## config.mk

```make
export PLATFORM = sky130hd
export DESIGN_NAME = hbp_back
export DESIGN_NICKNAME = d
export VERILOG_FILES = /design/src/design/hbp_pkg.sv /design/src/design/hbp_back.sv
export SDC_FILE = /design/constraint.sdc
export NUM_CORES = 1
export LEC_CHECK = 0
export BUFFER_PORTS_ARGS = -buffer_cell sky130_fd_sc_hd__buf_2
export CELL_PAD_IN_SITES_DETAIL_PLACEMENT = 0
export CELL_PAD_IN_SITES_GLOBAL_PLACEMENT = 1
export CORE_UTILIZATION = 45
export CTS_CLUSTER_SIZE = 16
export DETAILED_ROUTE_END_ITERATION = 10
export HOLD_SLACK_MARGIN = 0.06
export PLACE_DENSITY_LB_ADDON = 0.1
export SETUP_SLACK_MARGIN = 0.05
export SYNTH_ARGS = -nofsm -noshare
export SYNTH_HDL_FRONTEND = slang
export SYNTH_SLANG_ARGS = --single-unit
```

## constraint.sdc

```tcl
create_clock -name clk -period 5.7 [get_ports clk]
set_input_delay 1.14 -clock clk [delete_from_list [all_inputs] [get_ports clk]]
set_output_delay 1.14 -clock clk [all_outputs]
set_load 0.01 [all_outputs]
```

## src/design/hbp_pkg.sv

```systemverilog
// shared types, constants and helpers for the huffman encoder bit packer
// no dependencies; imported by every module of the block
package hbp_pkg;

    localparam int MAX_CODE_LEN = 32;
    localparam int SYM_W        = 8;
    localparam int CODE_W       = 32;
    localparam int LEN_W        = 6;
    localparam int OP_W         = 2;
    localparam int BYTE_W       = 8;
    localparam int PEND_W       = BYTE_W - 1;
    localparam int ACC_W        = PEND_W + ((MAX_CODE_LEN > CODE_W) ? MAX_CODE_LEN : CODE_W);
    localparam int TOT_W        = $clog2(ACC_W + 1);
    localparam int TDATA_W      = ((SYM_W + CODE_W + LEN_W + 7) / 8) * 8;
    localparam int TABLE_DEPTH  = 1 << SYM_W;
    localparam int Q_DEPTH      = 4;
    localparam int Q_PTR_W      = $clog2(Q_DEPTH);
    localparam int Q_LVL_W      = $clog2(Q_DEPTH + 1);

    typedef enum logic [OP_W-1:0] {
        OP_LOAD   = 2'd0,
        OP_ENCODE = 2'd1,
        OP_FLUSH  = 2'd2
    } op_t;

    // one job for the packer: append a code, or flush the leftover bits
    typedef struct packed {
        logic              flush;
        logic [LEN_W-1:0]  len;
        logic [CODE_W-1:0] code;
    } hbp_cmd_t;

    function automatic logic [CODE_W-1:0] code_mask(input logic [LEN_W-1:0] n);
        logic [CODE_W-1:0] m;
        for (int i = 0; i < CODE_W; i++)
        begin
            m[i] = (LEN_W'(i) < n);
        end
        return m;
    endfunction

    function automatic logic [PEND_W-1:0] pend_mask(input logic [2:0] n);
        logic [PEND_W-1:0] m;
        for (int i = 0; i < PEND_W; i++)
        begin
            m[i] = (3'(i) < n);
        end
        return m;
    endfunction

endpackage

```

## src/design/hbp_back.sv

```systemverilog
// back end: bit accumulator that appends codes and emits bytes msb first,
// with the output register of the result stream; uses hbp_pkg
module hbp_back
    import hbp_pkg::*;
(
    input  logic              clk,
    input  logic              rst_n,
    input  hbp_cmd_t          cmd,
    input  logic              cmd_vld,
    output logic              pop,
    output logic              m_tvalid,
    input  logic              m_tready,
    output logic [BYTE_W-1:0] m_tdata,   // packed_byte
    output logic              m_tlast    // last_of_run
);

    logic [ACC_W-1:0]  acc_reg, acc_next;
    logic [TOT_W-1:0]  tot_reg, tot_next;
    logic              out_vld_reg, out_vld_next;
    logic [BYTE_W-1:0] out_byte_reg, out_byte_next;
    logic              out_last_reg, out_last_next;

    logic              slot_free;
    logic              has_byte;
    logic              emit;
    logic [TOT_W-1:0]  rem;
    logic [TOT_W-1:0]  eff_tot;
    logic              pop_enc;
    logic              pop_flush;
    logic [PEND_W-1:0] pend;
    logic [ACC_W-1:0]  appended;
    logic [BYTE_W-1:0] emit_byte;
    logic [BYTE_W-1:0] flush_byte;

    assign slot_free = !out_vld_reg || m_tready;
    assign has_byte  = (tot_reg >= TOT_W'(BYTE_W));
    assign emit      = has_byte && slot_free;
    assign rem       = tot_reg - TOT_W'(BYTE_W);
    assign eff_tot   = emit ? rem : tot_reg;

    // an encode may enter in the same cycle as the last byte of the previous one
    assign pop_enc   = cmd_vld && !cmd.flush
                       && (!has_byte || (emit && rem < TOT_W'(BYTE_W)));
    assign pop_flush = cmd_vld && cmd.flush && !has_byte && slot_free;
    assign pop       = pop_enc || pop_flush;

    assign pend       = acc_reg[PEND_W-1:0] & pend_mask(eff_tot[2:0]);
    assign appended   = (ACC_W'(pend) << cmd.len) | ACC_W'(cmd.code);
    assign emit_byte  = BYTE_W'(acc_reg >> rem);
    assign flush_byte = BYTE_W'((2*BYTE_W)'(pend) << (4'd8 - {1'b0, eff_tot[2:0]}));

    always_comb
    begin
        acc_next      = acc_reg;
        tot_next      = tot_reg;
        out_vld_next  = out_vld_reg && !m_tready;
        out_byte_next = out_byte_reg;
        out_last_next = out_last_reg;
        if (emit)
        begin
            tot_next      = rem;
            out_vld_next  = 1'b1;
            out_byte_next = emit_byte;
            out_last_next = (rem < TOT_W'(BYTE_W));
        end
        if (pop_enc)
        begin
            acc_next = appended;
            tot_next = eff_tot + TOT_W'(cmd.len);
        end
        if (pop_flush)
        begin
            acc_next      = '0;
            tot_next      = '0;
            out_vld_next  = 1'b1;
            out_byte_next = flush_byte;
            out_last_next = 1'b1;
        end
    end

    always_ff @(posedge clk or negedge rst_n)
    begin
        if (!rst_n)
        begin
            acc_reg     <= '0;
            tot_reg     <= '0;
            out_vld_reg <= 1'b0;
        end
        else
        begin
            acc_reg     <= acc_next;
            tot_reg     <= tot_next;
            out_vld_reg <= out_vld_next;
        end
    end

    always_ff @(posedge clk)
    begin
        out_byte_reg <= out_byte_next;
        out_last_reg <= out_last_next;
    end

    assign m_tvalid = out_vld_reg;
    assign m_tdata  = out_byte_reg;
    assign m_tlast  = out_last_reg;

endmodule

```

==> run_results.csv <==
group,metric,value,unit
run_status,run_status,"completed",
power,clkPwrFrac,0.103,
power,power_switching,1.50,mW
cts,cts.clk_slew.worst_paths,0.07,ns
hold_path,endpoint_of_the_worst_hold_path,"m_tlast",
sta,hold_violations,0,
cts,cts_max_level,2,
critical_path,stage_delay_of_the_slowest_cell_on_the_critical_path,0.57,ns
layout,stdcell_count,727,
cts,worst_skew_pair.late_latency,0.30,ns
layout,fillers,1092,
critical_path,timing.critical_path.required,4.56,ns
layout,fin_nets,638,
global_routing,use_met1,0.431,
global_routing,grt_remaining_overflow,0,
sta,final-setup-viol-count,0,
synthesis,seq_area_frac_synth,0.276,
power,cellLeakagePower,2.23,nW
synthesis,syn-mean-instance-area,9.09,um2
hold_path,hold_path_startpoint,"m_tlast",
critical_path,timing.critical_path.slowest_stage_cell,"ha_1",
die,boundaryPins,54,
critical_path,critical_path.reg2reg.startpoint,"tot_reg[3]",
cts,clock_sinks,55,
flow_run,cap_violations,0,
sta,timing_worst_slew_pin_value,1.09,ns
sta,worst_slew_margin_rel,0.271,
cts,numCtsBuffers,5,
synthesis,postSynth.asyncResetShare,0.836,
layout,final_design_area_no_fill,0.00557,mm2
cts,cts_root_buffer,"clkbuf_16",
synthesis,synth_largest_area_cell,"dfrtp_1",
drt,initialDrtViolationCount,431,
critical_path,reg2reg_slack,2.22,ns
global_routing,busiest_layer,"met2",
layout,post_route_cells_drive_above_1_share,0.196,
sta,worst_clock_skew,0.00938,ns
synthesis,synth_top_area_frac,0.225,
global_routing,grt_pass1_vias,4605,
power,ir_worst_vdd,0.000236,V
global_routing,gr-usage-all-layers,0.295,
global_routing,grt_antenna_before_repair,0,
critical_path,end_kind,"output port",
drt,routed_vias,4850,
critical_path,worst-setup-path-type,"reg -> out",
die,die_h,109,um
layout,insertedDiodeCount,0,
power,switching_share,0.477,
layout,number_of_flip_flops_under_the_largest_register_name,39,
critical_path,type_of_element_launching_the_critical_path,"flop",
global_routing,grt_start_max_net_pins,75,
sta,hold_ws,0.488,ns
hold_path,min_delay_path_depth,2,
die,die-width,109,um
power,combPwrFrac,0.618,
synthesis,synth-edff-count,8,
global_routing,grt_use_met3,0.0404,
place,placement_stage_cell_area,0.00543,mm2
power,power_density,565,mW/mm2
cts,post_cts_hold_buffers,0,
global_routing,grt_util_met2,0.455,
cts,cts_resized,0,
sta,setup_total_negative_slack,0,ns
sta,unrepaired_setup_endpoints_after_global_routing,"no",
drt,drt-pass1-iter-count,5,
place,dpl.cell_count,719,
drt,drt.antenna.violating_nets,0,
die,initial_utilization,0.467,
synthesis,cells_taking_the_most_area_after_synthesis,"dfrtp_1, mux4_2, mux2i_1, nand2_1, edfxtp_1",
die,die-area,0.0118,mm2
sta,layout_min_cycle_time,4.05,ns
critical_path,worst-path-max-fanout,25,
sta,finalMaxSlewViolations,0,
synthesis,synth_cells,562,
die,std_cell_rows,38,
hold_path,holdCritPathClass,"reg -> reg",
synthesis,cell_area_after_synthesis,0.00511,mm2
power,power_frac_seq,0.279,
cts,clock_path_buffers,2,
global_routing,grt_pass1_wl,26200,um
cts,postCtsSetupBuffers,0,
cts,cts_tree,"yes",
synthesis,synth_seq_cells,55,
synthesis,synth-main-ff-cell,"dfrtp_1",
critical_path,worst-r2r-cell-count,9,
power,cellInternalPower,1.65,mW
sta,fmax,0.247,GHz
critical_path,crit_path_cell_trace,"buf_4, inv_1, ha_1, nand2_1, o32ai_1, a22oi_1, buf_4, inv_1, buf_2",
place,dpl.hpwl,12400,um
drt,post_drt_via_cell_ratio,6.67,
place,gp_congestion,0.881,
synthesis,syn_nets,614,
synthesis,ys_warn_count,0,
drt,drc,0,
drt,routed_wl,16500,um
layout,area_growth,9.01,%
die,design.core.area,0.0109,mm2
drt,wire_per_inst,22.7,um
critical_path,arrival,2.91,ns
synthesis,yosys.cell_types.count,67,
place,io_buffers,53,
sta,timing.final.crit_share,0.711,
critical_path,reg2reg_to,"acc_reg[27]",
-- worst max path at each step --
stage                     from  endpoint  slack (ns)  cells past startpoint
global route        tot_reg[3]       pop        1.46                      9
detailed placement  tot_reg[3]       pop        2.01                      9
finish              tot_reg[3]       pop        1.65                      9
CTS                 tot_reg[3]       pop        1.67                      9
global placement      m_tready       pop        2.07                      7
floorplan             m_tready       pop        2.34                      5
-- layer usage --
metal | up-vias | share of wire
met5 | - | 0
met4 | 0 | 0.019
met3 | 20 | 0.061
met2 | 185 | 0.45
met1 | 2407 | 0.47
li1 | 2238 | -
-- critical path: cells and delay by family, from the launching register on --
family,cells,cell delay (ns)
adders and majority gates,1,0.57
buffers and inverters,5,0.87
and+or+nand+nor,1,0.19
AOI/OAI and AO/OA,2,0.63
DFF,1,0.33
-- final cells by class --
type                            count  area [um2]  area share
Multi-Input combinational cell    449        3450       0.619
Sequential cell                    55        1420       0.254
Timing Repair Buffer               62         333      0.0597
Tap cell                          140         175      0.0314
Clock buffer                        6         129      0.0231
Inverter                           13        48.8     0.00876
Clock inverter                      2        17.5     0.00314
-- cells by family (layout without fill, tap and decap cells) --
group | after synthesis | in the layout | synth area share
AO/OA/AOI/OAI | 173 | 173 | 0.241
XOR/XNOR | 10 | 10 | 0.0171
adder cells (fa/ha/maj) | 9 | 9 | 0.0235
buffers and inverters | 58 | 83 | 0.0487
flip-flops | 55 | 55 | 0.276
multiplexers | 78 | 78 | 0.223
AND/OR/NAND/NOR | 179 | 179 | 0.171
-- cells in the mapped netlist, drive strengths merged (4+ instances only) --
cell and n:
ha 8, a22oi 14, nand4 5, nor2 31, o22ai 7, dfrtp 46
nand2b 8, and2 5, a31oi 4, o211ai 10, nand3b 5, mux2 6
mux2i 44, nand3 14, a221oi 6, mux4 28, a221o 11, xnor2 8
inv 10, o21ai 31, nand2 65, nor3 14, a21o 11, nor4 4
a211o 5, edfxtp 8, o31ai 4, clkbuf 22, o221ai 4, and3 10
buf 23, a211oi 10, a21oi 25, nor2b 8
-- cells in the final DEF (no fill, tap or decap), drive strengths merged, types with 10 or more instances in the layout --
master,count
a211oi,10
a21o,11
a21oi,25
a221o,11
a22oi,14
and3,10
buf,62
dfrtp,46
inv,10
mux2i,44
mux4,28
nand2,65
nand3,14
nor2,31
nor3,14
o211ai,10
o21ai,31
-- power by group through the flow --
stage | Clock [mW] | Sequential (mW) | Combinational [mW]
2_1_floorplan | 0 | 0.730 | 1.55
3_3_place_gp | 0 | 0.875 | 1.92
3_5_place_dp | 0 | 0.880 | 1.93
4_1_cts | 0.329 | 0.872 | 1.94
5_1_grt | 0.339 | 0.912 | 2.13
6_report | 0.324 | 0.879 | 1.94
-- metrics by stage --
step	util	setup WS (ns)	power, mW
after floorplan	-	2.34	2.28
final	0.509	1.65	3.15
after global placement	0.496	2.07	2.79
after global routing	0.509	1.46	3.38
after detailed placement	0.496	2.01	2.81
after CTS	0.509	1.67	3.14
No activity file was read; power rests on OpenSTA's default activity.
