**config.mk**
```make
export PLATFORM = sky130hd
export DESIGN_NAME = hbp_fifo
export DESIGN_NICKNAME = d
export VERILOG_FILES = /design/src/design/hbp_pkg.sv /design/src/design/hbp_fifo.sv
export SDC_FILE = /design/constraint.sdc
export NUM_CORES = 1
export LEC_CHECK = 0
export BUFFER_PORTS_ARGS = -buffer_cell sky130_fd_sc_hd__buf_2
export CAP_MARGIN = 0
export CORE_MARGIN = 5
export CORE_UTILIZATION = 31
export DETAILED_ROUTE_END_ITERATION = 10
export GPL_ROUTABILITY_DRIVEN = 0
export RECOVER_POWER = 25
export SLEW_MARGIN = 20
export SYNTH_ARGS = -nofsm -noshare
export SYNTH_HDL_FRONTEND = slang
export SYNTH_SLANG_ARGS = --single-unit
```
**constraint.sdc**
```tcl
create_clock -name clk -period 2.25 [get_ports clk]
set_input_delay 0.45 -clock clk [delete_from_list [all_inputs] [get_ports clk]]
set_output_delay 0.45 -clock clk [all_outputs]
set_load 0.1 [all_outputs]
```
**src/design/hbp_pkg.sv**
```systemverilog
// shared types, constants and helpers for the huffman encoder bit packer
// no dependencies; imported by every module of the block
package hbp_pkg;

    localparam int MAX_CODE_LEN = 32;
    localparam int SYM_W        = 8;
    localparam int CODE_W       = 32;
    localparam int LEN_W        = 6;
    localparam int OP_W         = 2;
    localparam int BYTE_W       = 8;
    localparam int PEND_W       = BYTE_W - 1;
    localparam int ACC_W        = PEND_W + ((MAX_CODE_LEN > CODE_W) ? MAX_CODE_LEN : CODE_W);
    localparam int TOT_W        = $clog2(ACC_W + 1);
    localparam int TDATA_W      = ((SYM_W + CODE_W + LEN_W + 7) / 8) * 8;
    localparam int TABLE_DEPTH  = 1 << SYM_W;
    localparam int Q_DEPTH      = 4;
    localparam int Q_PTR_W      = $clog2(Q_DEPTH);
    localparam int Q_LVL_W      = $clog2(Q_DEPTH + 1);

    typedef enum logic [OP_W-1:0] {
        OP_LOAD   = 2'd0,
        OP_ENCODE = 2'd1,
        OP_FLUSH  = 2'd2
    } op_t;

    // one job for the packer: append a code, or flush the leftover bits
    typedef struct packed {
        logic              flush;
        logic [LEN_W-1:0]  len;
        logic [CODE_W-1:0] code;
    } hbp_cmd_t;

    function automatic logic [CODE_W-1:0] code_mask(input logic [LEN_W-1:0] n);
        logic [CODE_W-1:0] m;
        for (int i = 0; i < CODE_W; i++)
        begin
            m[i] = (LEN_W'(i) < n);
        end
        return m;
    endfunction

    function automatic logic [PEND_W-1:0] pend_mask(input logic [2:0] n);
        logic [PEND_W-1:0] m;
        for (int i = 0; i < PEND_W; i++)
        begin
            m[i] = (3'(i) < n);
        end
        return m;
    endfunction

endpackage

```
**src/design/hbp_fifo.sv**
```systemverilog
// short job queue between the front end and the bit packer
// uses hbp_pkg for the job type and depth
module hbp_fifo
    import hbp_pkg::*;
(
    input  logic               clk,
    input  logic               rst_n,
    input  logic               push,
    input  hbp_cmd_t           push_cmd,
    input  logic               pop,
    output hbp_cmd_t           head,
    output logic               nonempty,
    output logic [Q_LVL_W-1:0] level
);

    hbp_cmd_t             slot_reg [Q_DEPTH];
    logic [Q_PTR_W-1:0]   wr_ptr_reg;
    logic [Q_PTR_W-1:0]   rd_ptr_reg;
    logic [Q_LVL_W-1:0]   lvl_reg;

    always_ff @(posedge clk)
    begin
        if (push)
        begin
            slot_reg[wr_ptr_reg] <= push_cmd;
        end
    end

    always_ff @(posedge clk or negedge rst_n)
    begin
        if (!rst_n)
        begin
            wr_ptr_reg <= '0;
            rd_ptr_reg <= '0;
            lvl_reg    <= '0;
        end
        else
        begin
            if (push)
            begin
                wr_ptr_reg <= wr_ptr_reg + 1'b1;
            end
            if (pop)
            begin
                rd_ptr_reg <= rd_ptr_reg + 1'b1;
            end
            case ({push, pop})
                2'b10:   lvl_reg <= lvl_reg + 1'b1;
                2'b01:   lvl_reg <= lvl_reg - 1'b1;
                default: lvl_reg <= lvl_reg;
            endcase
        end
    end

    assign head     = slot_reg[rd_ptr_reg];
    assign nonempty = (lvl_reg != '0);
    assign level    = lvl_reg;

endmodule

```
==> metrics.yaml, run 1 <==
initial_utilization_pct: 31.33
synth_mux_area_share_pct: 14.75
criticalPathCategory: "reg -> out"
grt_pass1_vias: 3129
post-route-period-util_pct: 104.0
end_kind: "primary output"
worstMarginPinSlew_ns: 0.4861
drive_above_1_share_pct: 40.34
synth_cell_types: 18
nets: 393
path_max_fanout: 5
track_usage_pct: 10.35
slew_headroom_pct: 67.82
syn_area_um2: 6058
hold_violations: 0
ys_seq_elements: 163
synth_seq_area_share_pct: 80.21
synth-compound-area-share_pct: 0.08261
yosysTopAreaCellShare_pct: 77.32
fmax_mhz: 427.5
crit_path_top_delay_cell: "dfrtp_4"
dp_hpwl_mm: 6.346
synth_area_leader_cell: "edfxtp_1"
min_path_type: "in -> reg"
detail-route-antenna-nets: 0
antenna_cells: 0
crit_arrival_ns: 1.89
cp_top_family: "flip-flops"
synth_top_family_by_area: "multiplexers"
fill_cells: 1765
root_buffer: "clkbuf_16"
htree_levels: 4
max_stage_delay_ns: 0.52
synth_fa_ha_area_share_pct: 1.363
core_area_um2: 19330
drc: 0
cts_buffers: 17
crit_required_ns: 1.80
synth.net_count: 285
synth_area_leaders: "edfxtp_1, mux4_2, dfrtp_1"
grt_max_degree: 41
finClkSkew_ns: 0.008247
initialDrtViolationCount: 128
io_pins: 86
port_buffers: 85
multi_input_area_um2: 1081
die_h_um: 149.8
dieArea_um2: 22440
pre_cts_ws_ns: 0.2430
dr.pass1.iters: 4
clk-insertion-delay-late_ns: 0.41
synth_xor_area_share_pct: 0.8674
ys_warn_count: 0
antenna_found_initial: 0
syn_to_final_growth_pct: 27.72
yosys.area_share.simple_pct: 0.7022
cp_cell_sequence: "buf_12 > buf_12 > mux4_2 > buf_12"
cap_violations: 0
rsz0062_at_grt: "true"
cts_tree: "yes"
grt-ovfl-total: 0
clock_sinks: 163
avgSynthCellArea_um2: 25.67
via_count: 2753
crit_buf_inv: 3
fp.dieW_um: 149.8
period_minus_slack_ns: 2.339
setup_slack_ns: -0.08926
wirelength_mm: 11.17
ff_latch_area_um2: 4865
syn_inst: 236
crit_path_start_kind: "flip-flop"
drv_slew: 0
cp_common_cell: "buf_12"
path_clk_slew_ns: 0.06
violations: "setup timing"
ctsLongestPathBuffers: 2
wl_per_cell_um: 17.95
rows: 51
viasPerCell: 4.426
status: "finished, violations left"
grt_pass1_wl_mm: 16.91
setup_viol: 20
largest_reg_flops: 156
## cells in the mapped netlist, drive strengths merged
library cell / n
buf: 9
mux4: 39
dfrtp: 7
xor2: 3
ha: 5
inv: 3
fa: 1
nor2: 1
nand2: 2
and2: 4
or3: 1
edfxtp: 156
o21ai: 1
mux2: 1
xnor2: 3
## timing repair
action | 4_1_cts | 5_1_grt
setup buffers | 3 | 0
hold buffers | 1 | 0
gates cloned | 2 | 1
pin swaps | 0 | 0
hold endpoints to repair | 7 | 0
resized for setup | 81 | 2
setup endpoints to repair | 39 | 39
## final timing paths
path | from | endpoint | slack [ns] | cells past startpoint
min in group asynchronous | rst_n | wr_ptr_reg[0] | 0.39 | 2
worst min-delay path | push_cmd[28] | slot_reg[0][28] | 0.26 | 1
worst max-delay path | rd_ptr_reg[0] | head[22] | -0.09 | 4
worst max register to register | wr_ptr_reg[0] | slot_reg[2][5] | 0.81 | 4
max in group asynchronous | rst_n | rd_ptr_reg[0] | 1.67 | 2
worst min register to register | level[2] | level[2] | 0.49 | 1
## placed cells by master, fill, tap and decap left out, drive strengths merged, types with 2 or more instances in the layout
| master | count |
|---|---|
| edfxtp | 156 |
| buf | 72 |
| clkbuf | 46 |
| mux4 | 39 |
| dfrtp | 7 |
| clkinv | 7 |
| ha | 5 |
| and2 | 4 |
| inv | 3 |
| xnor2 | 3 |
| xor2 | 3 |
| clkinvlp | 3 |
| nand2 | 2 |
## metrics by stage
| stage | cells | instance area, um2 | hold WS [ns] | util (%) | setup TNS (ns) |
|---|---|---|---|---|---|
| after global placement | 584 | 6869 | 0.2935 | 35.53 | 0 |
| after detailed placement | 584 | 6869 | 0.2958 | 35.53 | 0 |
| final | 622 | 7737 | 0.2588 | 40.02 | -1.136 |
| after floorplan | 236 | 6058 | 0.1544 | - | 0 |
| after CTS | 622 | 7761 | 0.2316 | 40.14 | -3.272 |
| after global routing | 622 | 7737 | 0.2487 | 40.02 | -3.474 |
## cells by family (layout without fill, tap and decap cells)
group | Yosys count | after routing
flops | 163 | 163
mux | 40 | 40
xor+xnor | 6 | 6
buf+inv | 12 | 133
compound gates | 1 | 1
simple gates | 8 | 8
fa+ha+maj | 6 | 6
## metal layers
layer	up-vias	GRT usage, %	wire length, um
met1	1456	12.05	4540
met2	70	17.58	5814
met3	12	3.998	670
li1	1215	-	-
met5	-	0	0
met4	0	3.568	142
## cell type report
type                       instances  share of cell area, %
tap                              265                  4.285
multi-input combinational         61                  13.97
clock buffer                      21                  5.692
timing repair buffer              98                  11.89
sequential                       163                  62.87
inverter                           3                 0.1455
clock inverter                    11                  1.148
Power of run 1 is left out: the tool's default activity adds up to more than one toggle a clock period on the data nets, which glitch-free logic cannot reach.
==> run 2, diff against run 1 <==
--- a/config.mk
+++ b/config.mk
@@ -11,6 +11,7 @@
 export CORE_UTILIZATION = 31
 export DETAILED_ROUTE_END_ITERATION = 10
 export GPL_ROUTABILITY_DRIVEN = 0
+export PLACE_DENSITY_LB_ADDON = 0.3
 export RECOVER_POWER = 25
 export SLEW_MARGIN = 20
 export SYNTH_ARGS = -nofsm -noshare
==> constraint.sdc (replaced) <==
create_clock -name clk -period 2.25 [get_ports clk]
set_input_delay 0.1125 -clock clk [delete_from_list [all_inputs] [get_ports clk]]
set_output_delay 0.1125 -clock clk [all_outputs]
set_load 0.01 [all_outputs]
==> run 2 against run 1 <==
Against the previous run: critical path depth is 1 lower; routed wire length is 1.9% higher; fmax is 19% higher; the flow now finishes without violations; flip-flop and latch count stayed put; global-route usage is 0.46 points higher; clock-buffer cell count is 4 lower; utilization is 0.63 points higher; largest cell class unchanged; highest routed layer unchanged; register-to-register slack worse by 0.11 ns; non-clock buffer count is 43 higher; sequential share of layout area is 0.98 points lower; via count is 5.1% higher.
==> metrics.yaml, run 2 (synthesis results as in run 1) <==
pwr-share-seq_pct: 42.1
ctsLongestPathBuffers: 2
setup_slack_ns: 0.2923
path_clk_slew_ns: 0.06
initial_utilization_pct: 31.33
dieArea_um2: 22440
initialDrtViolationCount: 84
r2r_slack_ns: 0.70
crit_path_start_kind: "flip-flop"
period_minus_slack_ns: 1.958
dr.pass1.iters: 4
post-route-period-util_pct: 87.01
grt_max_degree: 34
antenna_cells: 0
criticalPathCategory: "reg -> out"
grt_pass1_wl_mm: 17.62
end_kind: "primary output"
r2r-end: "slot_reg[0][33]"
grt-ovfl-total: 0
via_count: 2893
fmax_mhz: 510.8
setup_viol: 0
syn_to_final_growth_pct: 29.74
fp.dieW_um: 149.8
final_common_cell: "edfxtp_1"
final_cell_mix: "edfxtp_1, buf_2, dlygate4sd3_1, mux4_2, clkbuf_1"
port_buffers: 85
final_area_um2: 7860
core_area_um2: 19330
drive_above_1_share_pct: 37.09
ir_worst_vdd_v: 0.0005273
internal_power_w: 0.007119
cap_violations: 0
detail-route-antenna-nets: 0
nets: 436
p_leak_nw: 2.691
p_clk_share_pct: 28.9
worstMarginPinSlew_ns: 0.4597
hold_violations: 0
viasPerCell: 4.357
slew_headroom_pct: 69.36
status: "finished clean"
drc: 0
setup_tns_ns: 0
track_usage_pct: 10.81
root_buffer: "clkbuf_16"
share_comb_of_total_power_pct: 29.0
dp_hpwl_mm: 7.001
dpl_cell_area_um2: 6852
io_pins: 86
cts_resized: 0
cts_tree: "yes"
wirelength_mm: 11.38
crit_arrival_ns: 1.85
clk-insertion-delay-late_ns: 0.42
p_switching_w: 0.002768
pre_cts_ws_ns: 0.4374
total_power_w: 0.009887
cts_buffers: 17
rows: 51
grt_pass1_vias: 3196
min_path_type: "in -> async"
r2r_start: "wr_ptr_reg[0]"
clock_sinks: 163
r2r_cells: 4
finClkSkew_ns: 0.01368
htree_levels: 4
die_h_um: 149.8
path_max_fanout: 8
crit_required_ns: 2.14
powerDensity_nw_per_um2: 1258
largest_reg_flops: 156
rsz0062_at_grt: "false"
wl_per_cell_um: 17.13
drv_slew: 0
swShare_pct: 28.00
antenna_found_initial: 0
[run 2: worst max-delay path: stages, from the launching register on]
cell     delay [ns]
dfrtp_4        0.50
buf_4          0.24
mux4_2         0.53
buf_2          0.16
[run 2: layout make-up]
class,count,area (um2)
Fill cell,1767,11470
Inverter,3,11.26
Clock buffer,17,425.4
Clock inverter,14,161.4
Timing Repair Buffer,141,984.7
Multi-Input combinational cell,61,1081
Sequential cell,163,4865
Tap cell,265,331.6
[run 2: per-layer routing]
metal,vias up,global-route usage [%],share of wire [%],routed length (um)
met5,-,0,0,0
met4,0,3.843,1.3,147
met3,16,4.028,5.3,605
met2,69,18.69,52,5966
met1,1510,12.33,41,4657
li1,1298,-,-,-
[run 2: timing repair]
item / CTS / global route
hold endpoints to repair: 167 / 0
hold buffers: 42 / 0
buffers inserted: 4 / 0
setup endpoints to repair: 11 / 0
[run 2: through the flow]
step                      instances  hold WS, ns  utilization [%]
after floorplan                 236      -0.1831                -
after global placement          587     -0.03558            35.44
after detailed placement        587     -0.03569            35.44
after CTS                       664      0.03515            40.80
after global routing            664       0.1790            40.65
final                           664       0.1470            40.65
[run 2: worst max-delay path by stage]
| stage | slack (ns) | cells after the start | from | end |
|---|---|---|---|---|
| 2_1_floorplan | 0.28 | 3 | wr_ptr_reg[0] | slot_reg[0][0] |
| 3_3_place_gp | 0.45 | 3 | rd_ptr_reg[0] | head[24] |
| 3_5_place_dp | 0.44 | 3 | rd_ptr_reg[0] | head[4] |
| 4_1_cts | 0.24 | 3 | rd_ptr_reg[0] | head[37] |
| 5_1_grt | 0.19 | 3 | rd_ptr_reg[0] | head[37] |
| 6_report | 0.29 | 3 | rd_ptr_reg[0] | head[37] |
[run 2: power by group through the flow]
| stage | logic [W] | clock network, W | registers, W |
|---|---|---|---|
| finish | 0.00287 | 0.00286 | 0.00416 |
| global route | 0.00315 | 0.00307 | 0.00421 |
| CTS | 0.00300 | 0.00295 | 0.00418 |
| detailed placement | 0.00279 | 0 | 0.00432 |
| global placement | 0.00278 | 0 | 0.00428 |
| floorplan | 0.00189 | 0 | 0.00418 |
Power figures use the tool's default switching activity.
